$ cat config.mk
export PLATFORM = sky130hd
export DESIGN_NAME = fyrs_mod_unit
export DESIGN_NICKNAME = d
export VERILOG_FILES = /design/src/design/fyrs_pkg.sv /design/src/design/fyrs_mod_unit.sv
export SDC_FILE = /design/constraint.sdc
export NUM_CORES = 1
export LEC_CHECK = 0
export BUFFER_PORTS_ARGS = -buffer_cell sky130_fd_sc_hd__buf_4
export CORE_MARGIN = 3
export CORE_UTILIZATION = 40
export DETAILED_ROUTE_END_ITERATION = 6
export GPL_TIMING_DRIVEN = 0
export MAX_ROUTING_LAYER = met4
export SLEW_MARGIN = 25
export SYNTH_ARGS = -nofsm -noshare
export SYNTH_HDL_FRONTEND = slang
export SYNTH_SLANG_ARGS = --single-unit
$ cat constraint.sdc
create_clock -name clk -period 3 [get_ports clk]
set_input_delay 0.15 -clock clk [delete_from_list [all_inputs] [get_ports clk]]
set_output_delay 0.15 -clock clk [all_outputs]
set_load 0.02 [all_outputs]
$ cat src/design/fyrs_pkg.sv
// ----------------------------------------------------------------------------
// fyrs_pkg
// Shared types and constants of the Fisher-Yates row shuffler.
// ----------------------------------------------------------------------------
package fyrs_pkg;

  localparam int WORD_W = 32;
  localparam int CNT_W  = 5;

  localparam int LEN_REG_W  = 7;
  localparam int ROWS_REG_W = 5;
  localparam int CFG_DATA_W = 7;
  localparam int CFG_IDX_W  = 2;

  localparam logic [CFG_IDX_W-1:0] CFG_LENGTH = 2'd0;
  localparam logic [CFG_IDX_W-1:0] CFG_ROWS   = 2'd1;

  localparam logic [LEN_REG_W-1:0]  LENGTH_RESET = 7'd12;
  localparam logic [ROWS_REG_W-1:0] ROWS_RESET   = 5'd12;

  localparam logic CMD_INIT = 1'b0;
  localparam logic CMD_STEP = 1'b1;

  typedef struct packed {
    logic              cmd;
    logic [WORD_W-1:0] rand_word;
  } in_item_t;

  typedef struct packed {
    logic [3:0] row_index;
    logic [5:0] position;
    logic [5:0] element;
    logic       last;
  } out_item_t;

endpackage

$ cat src/design/fyrs_mod_unit.sv
// ----------------------------------------------------------------------------
// fyrs_mod_unit
// Restoring remainder unit: one dividend bit per cycle, from the most significant bit down.
// ----------------------------------------------------------------------------
module fyrs_mod_unit #(
  parameter int DVS_W = 7
) (
  input  logic                      clk,
  input  logic                      rst_n,
  input  logic                      start,
  input  logic [fyrs_pkg::WORD_W-1:0] dividend,
  input  logic [DVS_W-1:0]          divisor,
  output logic                      done,
  output logic [DVS_W-1:0]          remainder
);

  logic                        busy_r, busy_nxt;
  logic                        done_r, done_nxt;
  logic [fyrs_pkg::CNT_W-1:0]  cnt_r, cnt_nxt;
  logic [fyrs_pkg::WORD_W-1:0] dvd_r, dvd_nxt;
  logic [DVS_W-1:0]            dvs_r, dvs_nxt;
  logic [DVS_W-1:0]            rem_r, rem_nxt;
  logic [DVS_W:0]              trial;

  always_comb begin
    busy_nxt = busy_r;
    done_nxt = 1'b0;
    cnt_nxt  = cnt_r;
    dvd_nxt  = dvd_r;
    dvs_nxt  = dvs_r;
    rem_nxt  = rem_r;
    trial    = {rem_r, dvd_r[fyrs_pkg::WORD_W-1]};
    if (start) begin
      busy_nxt = 1'b1;
      cnt_nxt  = fyrs_pkg::CNT_W'(fyrs_pkg::WORD_W - 1);
      dvd_nxt  = dividend;
      dvs_nxt  = divisor;
      rem_nxt  = '0;
    end else if (busy_r) begin
      dvd_nxt = dvd_r << 1;
      if (trial >= {1'b0, dvs_r}) begin
        rem_nxt = DVS_W'(trial - {1'b0, dvs_r});
      end else begin
        rem_nxt = DVS_W'(trial);
      end
      cnt_nxt = cnt_r - 1'b1;
      if (cnt_r == '0) begin
        busy_nxt = 1'b0;
        done_nxt = 1'b1;
      end
    end
  end

  always_ff @(posedge clk) begin
    if (!rst_n) begin
      busy_r <= 1'b0;
      done_r <= 1'b0;
    end else begin
      busy_r <= busy_nxt;
      done_r <= done_nxt;
    end
    cnt_r <= cnt_nxt;
    dvd_r <= dvd_nxt;
    dvs_r <= dvs_nxt;
    rem_r <= rem_nxt;
  end

  assign done      = done_r;
  assign remainder = rem_r;

endmodule

==> run metrics <==
Comb power frac=between 10% and 20%; crit-path leading delay family=compound AO/OA/AOI/OAI gates; Int Power=1.27 mW; arrival time at the worst endpoint=2860 ps; root buffer cell=clkbuf_8; RSZ-0062 raised after global routing=no; sequential area share after synthesis=between 50% and 60%; footprint of the multi-input gates=981 µm²; IR drop worst, VDD=0.300 mV; gr busiest metal=met2; Setup WS pre-CTS=approximately 370 ps; row count=28; Register Area=about 1500 µm²; I/O pin cnt=50; Post-synth top cells=edfxtp_1 (39), mux2_2 (32), dfxtp_1 (14), nor2_1 (12), inv_1 (11); most common cell in the synthesized netlist=edfxtp_1; non-filler cells, final=319; Slew Limit Headroom=48.6%; Worst Path Max Fanout=10; ys flop type=edfxtp_1; DRC viols=0; max incr delay on CP=420 ps; post-synth top area cell=edfxtp_1; vias per inst=between 4 and 5; layout cell share with drive strength beyond 1=between 30% and 40%; final WL=between 4000 and 5000 µm; Initial DRC Count=65; outcome=finished clean; CP startpoint kind=flop; WP buf/inv=2; fin. max-slew vios=0; ys async rst share=0%; Setup TNS Final=0 ps; number of synthesized flops with an enable pin=39; total grt overflow=0; total nets after synthesis=239; die width=85.1 µm; P per Cell Area=546 nW/µm²; chip height=85.1 µm; worst hold-check path type=in -> reg; Register-to-Register Path Depth=9; f_max=roughly 380 MHz; initial antenna violation count=0; final net count=295; Setup Buffers After CTS=0; # port buffers=49; CP Data Required Time=~3200 ps; Least-Margin Pin Slew=771 ps; Clock transition at path regs=approximately 90 ps; placed insts=around 310; n_diodes=0; largest net degree at the start of global routing=34; final antenna-violating net count=0; Setup-failing EPs final=0; clock skew=a little over 7 ps; post-CTS sizing=0; DR pass1 iterations=4; switching pwr=just over 0.4 mW; maximum clock path buffer count=2; global-route wire length before repair=7660 µm; Detail Placement HPWL=roughly 3300 µm; CP most frequent cell=inv_1; Synth warnings=0; period utilisation layout=87.8%; crit path kind=reg -> reg; met2 global-route usage=21.7%; initial core utilization=about two fifths; FILL cells=between 500 and 600; GRT Total Usage=13.8%; distinct cell type count of the synthesized netlist=37; Hold Vio Cnt, Final=0; # hold bufs at CTS=0; Yosys top cell area share=46.8%; routed vias=1541; met3 GRT Util=3.40%; synthesized cell area=2500 µm²; synth top area cells=edfxtp_1 (47%), mux2_2 (14%), dfxtp_1 (11%); Syn Inst Count=187; FF+latch count, synth=53; P&R area growth vs syn=22.9%; max_cap viols=0; Crit-path slowest cell=fa_1; H-tree level count=2; Switching Share=approximately 24%; Clk Latency, worst-skew pair=~300 ps; worst hold slack=20.3 ps; die area=7230 µm²; routed len/inst=14.1 µm; vias in the first global route=1593; critical path depth=9; CTS Sinks=53; setup slack after layout=365 ps; CTS tree=built; hold path depth=1; synthesized area per cell=roughly 13 µm²; Tmin final=2640 ps; clock power share=28.5%; CP Capture Type=flop; Flop pwr share=53.2%; Core Area=~6000 µm²; Global Route met1 Usage=17.8%; Leak=1.23 nW; routability cong.=0.824; CTS Buf Count=5; ordered cell list for the critical path=inv_1, ha_1, inv_1, fa_1, a211oi_2, o21ai_2, a41oi_4, mux2_2, a211oi_1
-- sequential cells by signal, indices dropped and copies added, names as in the netlist --
signal / flops
busy_r: 1
done: 1
dvs_r: 7
dvd_r: 32
remainder: 7
cnt_r: 5
-- per-layer routing --
layer / wire (µm) / vias to the layer above
li1: - / 804
met1: 2090 / 708
met2: 2210 / 25
met3: 154 / 4
met4: 39 / 0
met5: 0 / -
-- worst paths after layout --
| kind | from | slack (ps) | endpoint |
|---|---|---|---|
| max | dvd_r[31] | 360 | remainder[0] |
| max reg2reg | dvd_r[31] | 360 | remainder[0] |
| min reg2reg | cnt_r[1] | 530 | cnt_r[1] |
| min | divisor[6] | 20 | dvs_r[6] |
-- power groups by stage --
stage | logic, mW | clock network, mW | registers (mW)
after floorplan | 0.201 | 0 | 0.911
after global routing | 0.341 | 0.520 | 0.902
after global placement | 0.305 | 0 | 0.909
after CTS | 0.311 | 0.498 | 0.895
after detailed placement | 0.309 | 0 | 0.911
final | 0.307 | 0.479 | 0.893
-- metrics by stage --
step | cell area (µm²) | total power, mW | util, %
2_1_floorplan | 2500 | 1.11 | -
3_3_place_gp | 2960 | 1.21 | 49.4
3_5_place_dp | 2960 | 1.22 | 49.4
4_1_cts | 3070 | 1.70 | 51.3
5_1_grt | 3070 | 1.76 | 51.3
6_report | 3070 | 1.68 | 51.3
-- cell usage in the layout (no fill, tap or decap), types with 3 or more instances in the layout --
cell / n
buf_4: 49
edfxtp_1: 39
mux2_2: 32
dfxtp_1: 14
nor2_1: 12
inv_1: 11
ha_1: 9
nand2_1: 8
clkbuf_1: 7
nand2b_1: 7
a211oi_1: 5
clkbuf_8: 5
nor3_1: 4
a21oi_1: 4
mux2i_1: 4
xor2_1: 4
xnor2_1: 4
o21ai_0: 3
-- cells by family after synthesis --
kind of cell	count (synthesis)	synth area share (%)
adders and majority gates	10	5.31
muxes	36	16.0
and+or+nand+nor	41	8.36
xor gates and xnor gates	8	2.80
DFF	53	58.1
buffers and inverters	18	2.70
AOI/OAI and AO/OA	21	6.76
-- final cells by class --
type                    count  area share, %
well taps                  75           3.05
clock buffers               6           2.36
flip-flops and latches     53           47.2
clock inverters             2           1.26
inverters                  11           1.34
plain buffers               7          0.855
repair buffers             49           12.0
multi-input cells         116           31.9
Power figures use the tool's default switching activity.
